$ cat src/sv/rmmms_pkg.sv
// ----------------------------------------------------------------------------
// rmmms_pkg
// Command codes shared by the statistics block and its checker.
// ----------------------------------------------------------------------------
`default_nettype none

package rmmms_pkg;

  localparam int MODE_W = 2;

  // command carried with each input beat; the fourth code is ignored
  typedef enum logic [MODE_W-1:0] {
    MODE_ADD    = 2'd0,
    MODE_REPORT = 2'd1,
    MODE_CLEAR  = 2'd2
  } mode_t;

endpackage

`default_nettype wire

$ cat src/sv/running_min_max_mean_stddev.sv
// ----------------------------------------------------------------------------
// running_min_max_mean_stddev
// Round-trip-time statistics: min, max, mean and deviation in microseconds.
// ----------------------------------------------------------------------------
// Usage:
//   A command beat is taken when start is high and busy is low. in_mode picks
//   add (sample), report or clear. Negative samples, adds once the count is
//   full, reports with no samples and the unused code do nothing.
//   A report gives one result beat, marked by out_valid for a single cycle;
//   the receiver has no way to hold it off and must take it then.
// Sequencing:
//   clear, ignored beats: done at the accepting edge, busy stays low.
//   add: busy while the square is formed one multiplier bit per cycle
//     into the sum of squares.
//   report: busy through a radix-2 divide of both sums by the count, a
//     bit-serial square of the average and a two-bit-per-step square root.
//     out_valid rises in the same cycle that busy falls; a new beat may be
//     taken then.
// Reset: synchronous, active low; all accumulators and the count go to zero.
// ----------------------------------------------------------------------------
`default_nettype none

module running_min_max_mean_stddev
  import rmmms_pkg::*;
#(
  parameter int SAMPLE_BITS = 24,
  parameter int COUNT_BITS  = 16
) (
  input  wire logic                          clk,
  input  wire logic                          rst_n,
  input  wire logic                          start,
  output logic                               busy,
  input  wire logic [MODE_W-1:0]             in_mode,
  input  wire logic signed [SAMPLE_BITS-1:0] in_sample_us,
  output logic                               out_valid,
  output logic [SAMPLE_BITS-2:0]             out_min_us,
  output logic [SAMPLE_BITS-2:0]             out_avg_us,
  output logic [SAMPLE_BITS-2:0]             out_max_us,
  output logic [SAMPLE_BITS-2:0]             out_mdev_us,
  output logic [COUNT_BITS-1:0]              out_sample_count
);

  localparam int VAL_W  = SAMPLE_BITS - 1;
  localparam int PROD_W = 2 * VAL_W;
  localparam int TOT_W  = SAMPLE_BITS + COUNT_BITS;
  localparam int SQ_W   = 2 * SAMPLE_BITS + COUNT_BITS - 1;
  localparam int CNT_W  = $clog2(SQ_W);
  localparam int RT_W   = VAL_W + 1;

  typedef enum logic [2:0] {
    ST_IDLE,
    ST_SQR,
    ST_DIV,
    ST_AVSQ,
    ST_VAR,
    ST_ROOT
  } state_t;

  state_t                 state_r;
  logic [VAL_W-1:0]       lowest_r;
  logic [VAL_W-1:0]       highest_r;
  logic [TOT_W-1:0]       total_r;
  logic [SQ_W-1:0]        tsq_r;
  logic [COUNT_BITS-1:0]  accepted_r;

  // shared shift-add multiplier
  logic [VAL_W-1:0]       mplier_r;
  logic [PROD_W-1:0]      mcand_r;
  logic [PROD_W-1:0]      sq_r;

  // two restoring dividers running side by side
  logic [COUNT_BITS-1:0]  rt_r;
  logic [SQ_W-1:0]        qt_r;
  logic [COUNT_BITS-1:0]  rs_r;
  logic [SQ_W-1:0]        qs_r;
  logic [CNT_W-1:0]       cnt_r;

  // square root
  logic [PROD_W-1:0]      rad_r;
  logic [RT_W-1:0]        rrem_r;
  logic [VAL_W-1:0]       root_r;

  logic                   out_valid_r;
  logic [VAL_W-1:0]       out_min_r;
  logic [VAL_W-1:0]       out_avg_r;
  logic [VAL_W-1:0]       out_max_r;
  logic [VAL_W-1:0]       out_mdev_r;
  logic [COUNT_BITS-1:0]  out_cnt_r;

  logic                   smp_neg;
  logic [VAL_W-1:0]       smp_val;
  logic                   cnt_full;
  logic [COUNT_BITS:0]    div_ext;
  logic [COUNT_BITS:0]    t_trial;
  logic [COUNT_BITS:0]    t_diff;
  logic                   t_ge;
  logic [COUNT_BITS-1:0]  rt_nxt;
  logic [SQ_W-1:0]        qt_nxt;
  logic [COUNT_BITS:0]    s_trial;
  logic [COUNT_BITS:0]    s_diff;
  logic                   s_ge;
  logic [COUNT_BITS-1:0]  rs_nxt;
  logic [SQ_W-1:0]        qs_nxt;
  logic [PROD_W-1:0]      msq;
  logic [PROD_W-1:0]      var_val;
  logic [RT_W+1:0]        r_trial;
  logic [RT_W+1:0]        r_cand;
  logic [RT_W+1:0]        r_diff;
  logic                   r_ge;
  logic [RT_W-1:0]        rrem_nxt;
  logic [VAL_W-1:0]       root_nxt;

  assign busy = (state_r != ST_IDLE);

  // incoming sample split
  assign smp_neg  = in_sample_us[SAMPLE_BITS-1];
  assign smp_val  = in_sample_us[VAL_W-1:0];
  assign cnt_full = (accepted_r == {COUNT_BITS{1'b1}});

  // one quotient bit per cycle for both sums
  always_comb begin
    div_ext = {1'b0, accepted_r};
    t_trial = {rt_r, qt_r[SQ_W-1]};
    t_diff  = t_trial - div_ext;
    t_ge    = (t_trial >= div_ext);
    rt_nxt  = t_ge ? t_diff[COUNT_BITS-1:0] : t_trial[COUNT_BITS-1:0];
    qt_nxt  = {qt_r[SQ_W-2:0], t_ge};
    s_trial = {rs_r, qs_r[SQ_W-1]};
    s_diff  = s_trial - div_ext;
    s_ge    = (s_trial >= div_ext);
    rs_nxt  = s_ge ? s_diff[COUNT_BITS-1:0] : s_trial[COUNT_BITS-1:0];
    qs_nxt  = {qs_r[SQ_W-2:0], s_ge};
  end

  // clamped variance: mean square minus squared mean
  assign msq     = qs_r[PROD_W-1:0];
  assign var_val = (msq > sq_r) ? (msq - sq_r) : '0;

  // two radicand bits per root step
  always_comb begin
    r_trial  = {rrem_r, rad_r[PROD_W-1 -: 2]};
    r_cand   = {1'b0, root_r, 2'b01};
    r_diff   = r_trial - r_cand;
    r_ge     = (r_trial >= r_cand);
    rrem_nxt = r_ge ? r_diff[RT_W-1:0] : r_trial[RT_W-1:0];
    root_nxt = {root_r[VAL_W-2:0], r_ge};
  end

  // sequencer, accumulators and result register
  always_ff @(posedge clk) begin
    if (!rst_n) begin
      state_r     <= ST_IDLE;
      out_valid_r <= 1'b0;
      lowest_r    <= '0;
      highest_r   <= '0;
      total_r     <= '0;
      tsq_r       <= '0;
      accepted_r  <= '0;
    end else begin
      out_valid_r <= 1'b0;
      unique case (state_r)
        ST_IDLE: begin
          if (start) begin
            priority if (in_mode == MODE_ADD) begin
              if (!smp_neg && !cnt_full) begin
                if (accepted_r == '0) begin
                  lowest_r  <= smp_val;
                  highest_r <= smp_val;
                end else begin
                  if (smp_val < lowest_r) lowest_r <= smp_val;
                  if (smp_val > highest_r) highest_r <= smp_val;
                end
                total_r    <= total_r + TOT_W'(smp_val);
                accepted_r <= accepted_r + 1'b1;
                mplier_r   <= smp_val;
                mcand_r    <= PROD_W'(smp_val);
                state_r    <= ST_SQR;
              end
            end else if (in_mode == MODE_REPORT) begin
              if (accepted_r != '0) begin
                rt_r    <= '0;
                qt_r    <= SQ_W'(total_r);
                rs_r    <= '0;
                qs_r    <= tsq_r;
                cnt_r   <= CNT_W'(SQ_W - 1);
                state_r <= ST_DIV;
              end
            end else if (in_mode == MODE_CLEAR) begin
              lowest_r   <= '0;
              highest_r  <= '0;
              total_r    <= '0;
              tsq_r      <= '0;
              accepted_r <= '0;
            end else begin
              state_r <= ST_IDLE;
            end
          end
        end

        // square of the new sample into the sum of squares
        ST_SQR: begin
          if (mplier_r[0]) tsq_r <= tsq_r + SQ_W'(mcand_r);
          mplier_r <= mplier_r >> 1;
          mcand_r  <= mcand_r << 1;
          if ((mplier_r >> 1) == '0) state_r <= ST_IDLE;
        end

        ST_DIV: begin
          rt_r  <= rt_nxt;
          qt_r  <= qt_nxt;
          rs_r  <= rs_nxt;
          qs_r  <= qs_nxt;
          cnt_r <= cnt_r - 1'b1;
          if (cnt_r == '0) begin
            mplier_r <= qt_nxt[VAL_W-1:0];
            mcand_r  <= PROD_W'(qt_nxt[VAL_W-1:0]);
            sq_r     <= '0;
            state_r  <= ST_AVSQ;
          end
        end

        // average squared
        ST_AVSQ: begin
          if (mplier_r[0]) sq_r <= sq_r + mcand_r;
          mplier_r <= mplier_r >> 1;
          mcand_r  <= mcand_r << 1;
          if ((mplier_r >> 1) == '0) state_r <= ST_VAR;
        end

        ST_VAR: begin
          rad_r   <= var_val;
          rrem_r  <= '0;
          root_r  <= '0;
          cnt_r   <= CNT_W'(VAL_W - 1);
          state_r <= ST_ROOT;
        end

        ST_ROOT: begin
          rrem_r <= rrem_nxt;
          root_r <= root_nxt;
          rad_r  <= rad_r << 2;
          cnt_r  <= cnt_r - 1'b1;
          if (cnt_r == '0) begin
            out_min_r   <= lowest_r;
            out_avg_r   <= qt_r[VAL_W-1:0];
            out_max_r   <= highest_r;
            out_mdev_r  <= root_nxt;
            out_cnt_r   <= accepted_r;
            out_valid_r <= 1'b1;
            state_r     <= ST_IDLE;
          end
        end
      endcase
    end
  end

  assign out_valid        = out_valid_r;
  assign out_min_us       = out_min_r;
  assign out_avg_us       = out_avg_r;
  assign out_max_us       = out_max_r;
  assign out_mdev_us      = out_mdev_r;
  assign out_sample_count = out_cnt_r;

endmodule

`default_nettype wire

$ cat config.mk
export PLATFORM = sky130hd
export DESIGN_NAME = running_min_max_mean_stddev
export DESIGN_NICKNAME = d
export VERILOG_FILES = /design/src/sv/rmmms_pkg.sv /design/src/sv/running_min_max_mean_stddev.sv
export SDC_FILE = /design/constraint.sdc
export NUM_CORES = 2
export LEC_CHECK = 0
export BUFFER_PORTS_ARGS = -buffer_cell sky130_fd_sc_hd__buf_2
export CORE_MARGIN = 2
export CORE_UTILIZATION = 63
export CTS_CLUSTER_SIZE = 8
export DETAILED_ROUTE_END_ITERATION = 16
export HOLD_SLACK_MARGIN = 0.12
export PLACE_DENSITY = 0.81
export SLEW_MARGIN = 20
export SYNTH_ARGS = -nofsm -noshare
export SYNTH_HDL_FRONTEND = slang
export SYNTH_SLANG_ARGS = --single-unit
$ cat constraint.sdc
create_clock -name clk -period 18.2 [get_ports clk]
set_clock_uncertainty 0.2 [all_clocks]
set_input_delay 1.82 -clock clk [delete_from_list [all_inputs] [get_ports clk]]
set_output_delay 1.82 -clock clk [all_outputs]
set_load 0.01 [all_outputs]
Yosys cells after proc, flatten, opt, wreduce, memory -nomap -nowiden
Index checks and enable logic that the tools add are counted.
Word-level totals
  register bits after elaboration: 649
  input port bits: 29
  output and inout bits: 110
Operators by class
  $add $sub $neg: 9
  order comparisons: 6
  equality and inequality tests: 29
  mux-type cells: 77
  reduce and logical (&&, ||, !) cells: 31
Operators with widths (number)
  $mux 63: 13
  $pmux 63 s2: 3
  $mux 23: 14
  $mux 46: 7
  $pmux 46 s2: 2
  $mux 16: 10
  $mux 40: 4
  $pmux 46 s3: 1
  $pmux 23 s3: 1
  $pmux 16 s2: 2
  $add 63x46->63: 1
  $pmux 24 s2: 1
  $add 46x46->46: 1
  $gt 46x46->1: 1
  $pmux 23 s2: 1
  $sub 46x46->46: 1
  $add 40x23->40: 1
  $reduce_and 6->1: 6
  $ge 17x16->1: 2
  $sub 16x16->16: 2
  $mux 3: 10
  $ne 2x2->1 const B: 15
  $ge 26x25->1: 1
  $mux 24: 1
  35 further kinds: 51

Logic depth before layout (Yosys ltp)
  depth in word-level cells: 7
  gate-level depth with buffers: 14
  mapped depth without buffers: 13

Worst setup path before layout
OpenSTA, ideal clock, no wires.
  kind: input to register
  start point: input in_mode[1]
  end point: register mcand_r[0] (enable)
  library setup time: 0.866 ns
  data arrival time: 13.380 ns
  data required time: 17.134 ns
  setup slack: 3.755 ns
  stages on the path: 5
  path buffers: 2
  path through: clkbuf_1 > nor2_1 > clkbuf_1 > a31oi_1 > a2111oi_0
Between the ends
  longest elaborated chain between the ends: 3
Ends and longest elaborated chain
  start: declaration: line running_min_max_mean_stddev.sv:33  | input wire logic [MODE_W-1:0] in_mode,
  $logic_not 2->1: line running_min_max_mean_stddev.sv:164  | priority if (in_mode == MODE_ADD) begin
  $ne 2x2->1 (no line)
  $reduce_and 6->1 (no line)
  end signal: assignment: line running_min_max_mean_stddev.sv:176  | mcand_r <= PROD_W'(smp_val);
  end signal: assignment: line running_min_max_mean_stddev.sv:204  | mcand_r <= mcand_r << 1;
  end signal: assignment: line running_min_max_mean_stddev.sv:216  | mcand_r <= PROD_W'(qt_nxt[VAL_W-1:0]);
  end: declaration: line running_min_max_mean_stddev.sv:68  | logic [PROD_W-1:0] mcand_r;
Every way passes these cells.
A chain may end at the register's enable or synchronous reset.

Worst setup path in the final report
  start point: register sq_r[9]
  end point: register rad_r[45], data pin
Between the ends
  longest elaborated chain between the ends: 3
Ends and longest elaborated chain
  start: declaration: line running_min_max_mean_stddev.sv:69  | logic [PROD_W-1:0] sq_r;
  start signal: assignment: line running_min_max_mean_stddev.sv:224  | if (mplier_r[0]) sq_r <= sq_r + mcand_r;
  $sub 46x46->46 or $gt 46x46->1 (tied branches): line running_min_max_mean_stddev.sv:137  | assign var_val = (msq > sq_r) ? (msq - sq_r) : '0;
  $mux 46 (*): line running_min_max_mean_stddev.sv:137
  $pmux 46 s2 (*): line running_min_max_mean_stddev.sv:161  | unique case (state_r)
  end signal: assignment: line running_min_max_mean_stddev.sv:231  | rad_r <= var_val;
  end signal: assignment: line running_min_max_mean_stddev.sv:241  | rad_r <= rad_r << 2;
  end: declaration: line running_min_max_mean_stddev.sv:79  | logic [PROD_W-1:0] rad_r;
Mark *: on every way between the ends. The rest lies on a longest branch, timed or not.

==> flow_summary.json <==
{
  "whs_path_depth": 0,
  "cp-startpoint": "sq_r[9]",
  "finalSetupViolations": 0,
  "r2r_start": "sq_r[9]",
  "synth_seq_cells": 649,
  "viasPerCell": 6.15,
  "grt_max_degree": 80,
  "hold_path_end": "out_mdev_us[13]",
  "r2r_setup_slack_ns": 13.63,
  "intPower_mw": 2.94,
  "ir_drop_mv": 0.0960,
  "cts_setup_buffers": 0,
  "yosysWarningCount": 0,
  "cts-root-buf": "clkbuf_16",
  "ios": 139,
  "layout_common_cells": "nand2_1, edfxtp_1, nor2_1, ha_1, a21oi_1",
  "hold_viol_final": 0,
  "global_route.overflow_total": 0,
  "min-delay-start": "root_r[12]",
  "final_common_cell": "nand2_1",
  "fin_setup_tns_ns": 0,
  "place.port_buffers": 138,
  "p_per_area_mw_per_mm2": 97.7,
  "synth_fp_nets": 4290,
  "r2r_end": "rad_r[45]",
  "start_util_pct": 63.6,
  "die_x_um": 250,
  "vias": 30300,
  "swShare_pct": 28.9,
  "worstMarginPinSlew_ns": 1.13,
  "cp.arrival_ns": 4.69,
  "max_freq_mhz": 219,
  "slowest_delay_ns": 0.72,
  "async_flop_share_pct": 0,
  "avgSynthCellArea_um2": 9.58,
  "ys.flop_type": "edfxtp_1",
  "synth_edf_count": 480,
  "nNetsFinal": 4368,
  "antenna_found_initial": 4,
  "maxSlewViolCount": 0,
  "period_minus_slack_ns": 4.57,
  "p_sw_mw": 1.19,
  "rsz0062_at_grt": "no",
  "netlist_instances": 3989,
  "synth.top_cell.area_share_pct": 37.7,
  "grt_pass1_vias": 28600,
  "fillCellCount": 4529,
  "maxSlewHeadroom_pct": 24.6,
  "worstSetupPathType": "reg -> reg",
  "synth-seq-area-share_pct": 46.6,
  "yosysTopAreaCell": "edfxtp_1",
  "firstDrtPassIters": 6,
  "grt_pass1_wl_um": 152000,
  "core_area_mm2": 0.0601,
  "worstSetupEndpointType": "flop",
  "p_comb_share_pct": 17.7,
  "antenna_left": 0,
  "fin_ws_ns": 13.63,
  "start_kind": "flop",
  "die_h_um": 250,
  "diodes": 0,
  "total_power_mw": 4.13,
  "finalWirelength_um": 95000,
  "first_iter_violations": 2726,
  "reg2reg_depth": 12,
  "power.share.clock_pct": 39.3,
  "track_usage_pct": 30.0,
  "crit_path_top_delay_cell": "o21ai_0",
  "drive_above_1_share_pct": 8.25,
  "dieArea_mm2": 0.0627,
  "wl_per_cell_um": 19.3,
  "htreeDepth": 3,
  "numCtsBuffers": 91,
  "synth.distinct_cells": 95,
  "seq_power_share_pct": 43.0,
  "cts_tree": "built",
  "cts.path.max_buffers": 3,
  "required_ns": 18.32,
  "p_leak_nw": 17.2,
  "gp_congestion": 0.930,
  "maxCapViolations": 0,
  "place_ws_ns": 13.28,
  "rows": 90,
  "syn-cell-area_mm2": 0.0382,
  "drc_errors": 0,
  "min_path_type": "reg -> reg",
  "place_hpwl_um": 66400,
  "cts_sinks": 649,
  "synth.area.top_cells": "edfxtp_1, dfxtp_1, ha_1, nand2_1, nor2_1",
  "crit_path_cell_trace": "inv_1 > ha_1 > a21oi_1 > o211ai_1 > or3_1 > o211ai_1 > a21oi_1 > nor3_1 > o21ai_1 > a211oi_1 > xor2_1 > o21ai_0",
  "crit_fanout": 5,
  "period_share_pct": 25.1,
  "insertion_delay_ns": 0.66,
  "cts_hold_buf": 0,
  "syn2layout_area_growth_pct": 10.5,
  "path_clk_slew_ns": 0.05,
  "status": "finished, final reports clean",
  "cts-resized-gates": 0
}
==> per-layer routing <==
layer	track usage (%)	wire length [um]	vias up
li1	-	-	14500
met1	42.9	41200	14300
met2	46.9	43200	1232
met3	4.06	7490	197
met4	11.0	3040	8
met5	0	46	-
==> area by class of cell <==
class / instances / area, um2 / area share, %
Sequential cell: 649 / 17800 / 42.1
Tap cell: 782 / 978 / 2.32
Timing Repair Buffer: 170 / 938 / 2.22
Clock buffer: 165 / 2610 / 6.17
Clock inverter: 6 / 156 / 0.370
Inverter: 198 / 743 / 1.76
Multi-Input combinational cell: 2957 / 19000 / 45.0
==> how the worst max path moves through the flow <==
stage | to | cells after the start | slack [ns]
3_3_place_gp | total_r[36] | 13 | 13.29
2_1_floorplan | mcand_r[0] | 5 | 3.75
6_report | rad_r[45] | 12 | 13.63
5_1_grt | total_r[28] | 13 | 13.59
4_1_cts | rad_r[44] | 13 | 13.78
3_5_place_dp | total_r[36] | 13 | 13.28
==> state kept, by name, indices dropped and copies added (netlist names), 24 cells and up <==
signal and count:
rad_r 46, sq_r 46, qt_r 63, mcand_r 46, qs_r 63, tsq_r 63, total_r 40, rrem_r 24
==> through the flow <==
step                      instances  hold WS [ns]  util (%)  area [um2]
after detailed placement       4755         0.232      65.6       39500
after global placement         4755         0.234      65.6       39500
after CTS                      4926         0.248      70.2       42200
after global routing           4927         0.255      70.2       42200
after floorplan                3989         0.226         -       38200
final                          4927         0.246      70.2       42200
==> power groups by stage <==
stage | sequential (mW) | clock [mW] | combinational (mW)
floorplan | 1.80 | 0 | 0.551
detailed placement | 1.80 | 0 | 0.716
global placement | 1.80 | 0 | 0.701
global route | 1.78 | 1.70 | 0.811
CTS | 1.77 | 1.64 | 0.722
finish | 1.78 | 1.62 | 0.732
==> worst max-delay path, delay by kind of cell (launching register included) <==
kind / cells / cell delay [ns]
simple gates: 2 / 0.99
buf+inv: 1 / 0.07
xor+xnor: 1 / 0.13
compound gates: 7 / 2.11
flops: 1 / 0.38
fa+ha+maj: 1 / 0.36
==> synth_stat cells, drive strengths merged, types with 31 or more instances <==
master	count
xnor2	127
and2	66
nor3	59
xor2	92
clkbuf	149
o21ai	226
buf	36
nor2b	37
and3	52
o21a	31
mux2i	85
inv	197
nand4	69
dfxtp	169
nand3	69
a21o	143
a21oi	238
nor2	361
a22oi	82
edfxtp	480
ha	266
nand2	607
==> logic make-up after synthesis <==
kind of cell,Yosys count,share of synthesized area (%)
flip-flops,649,46.6
AND/OR/NAND/NOR,1426,16.8
multiplexers,85,2.23
adder cells (fa/ha/maj),272,9.02
XOR/XNOR,219,5.02
buffers and inverters,383,3.93
AO/OA/AOI/OAI,955,16.4
Power figures use the tool's default switching activity.
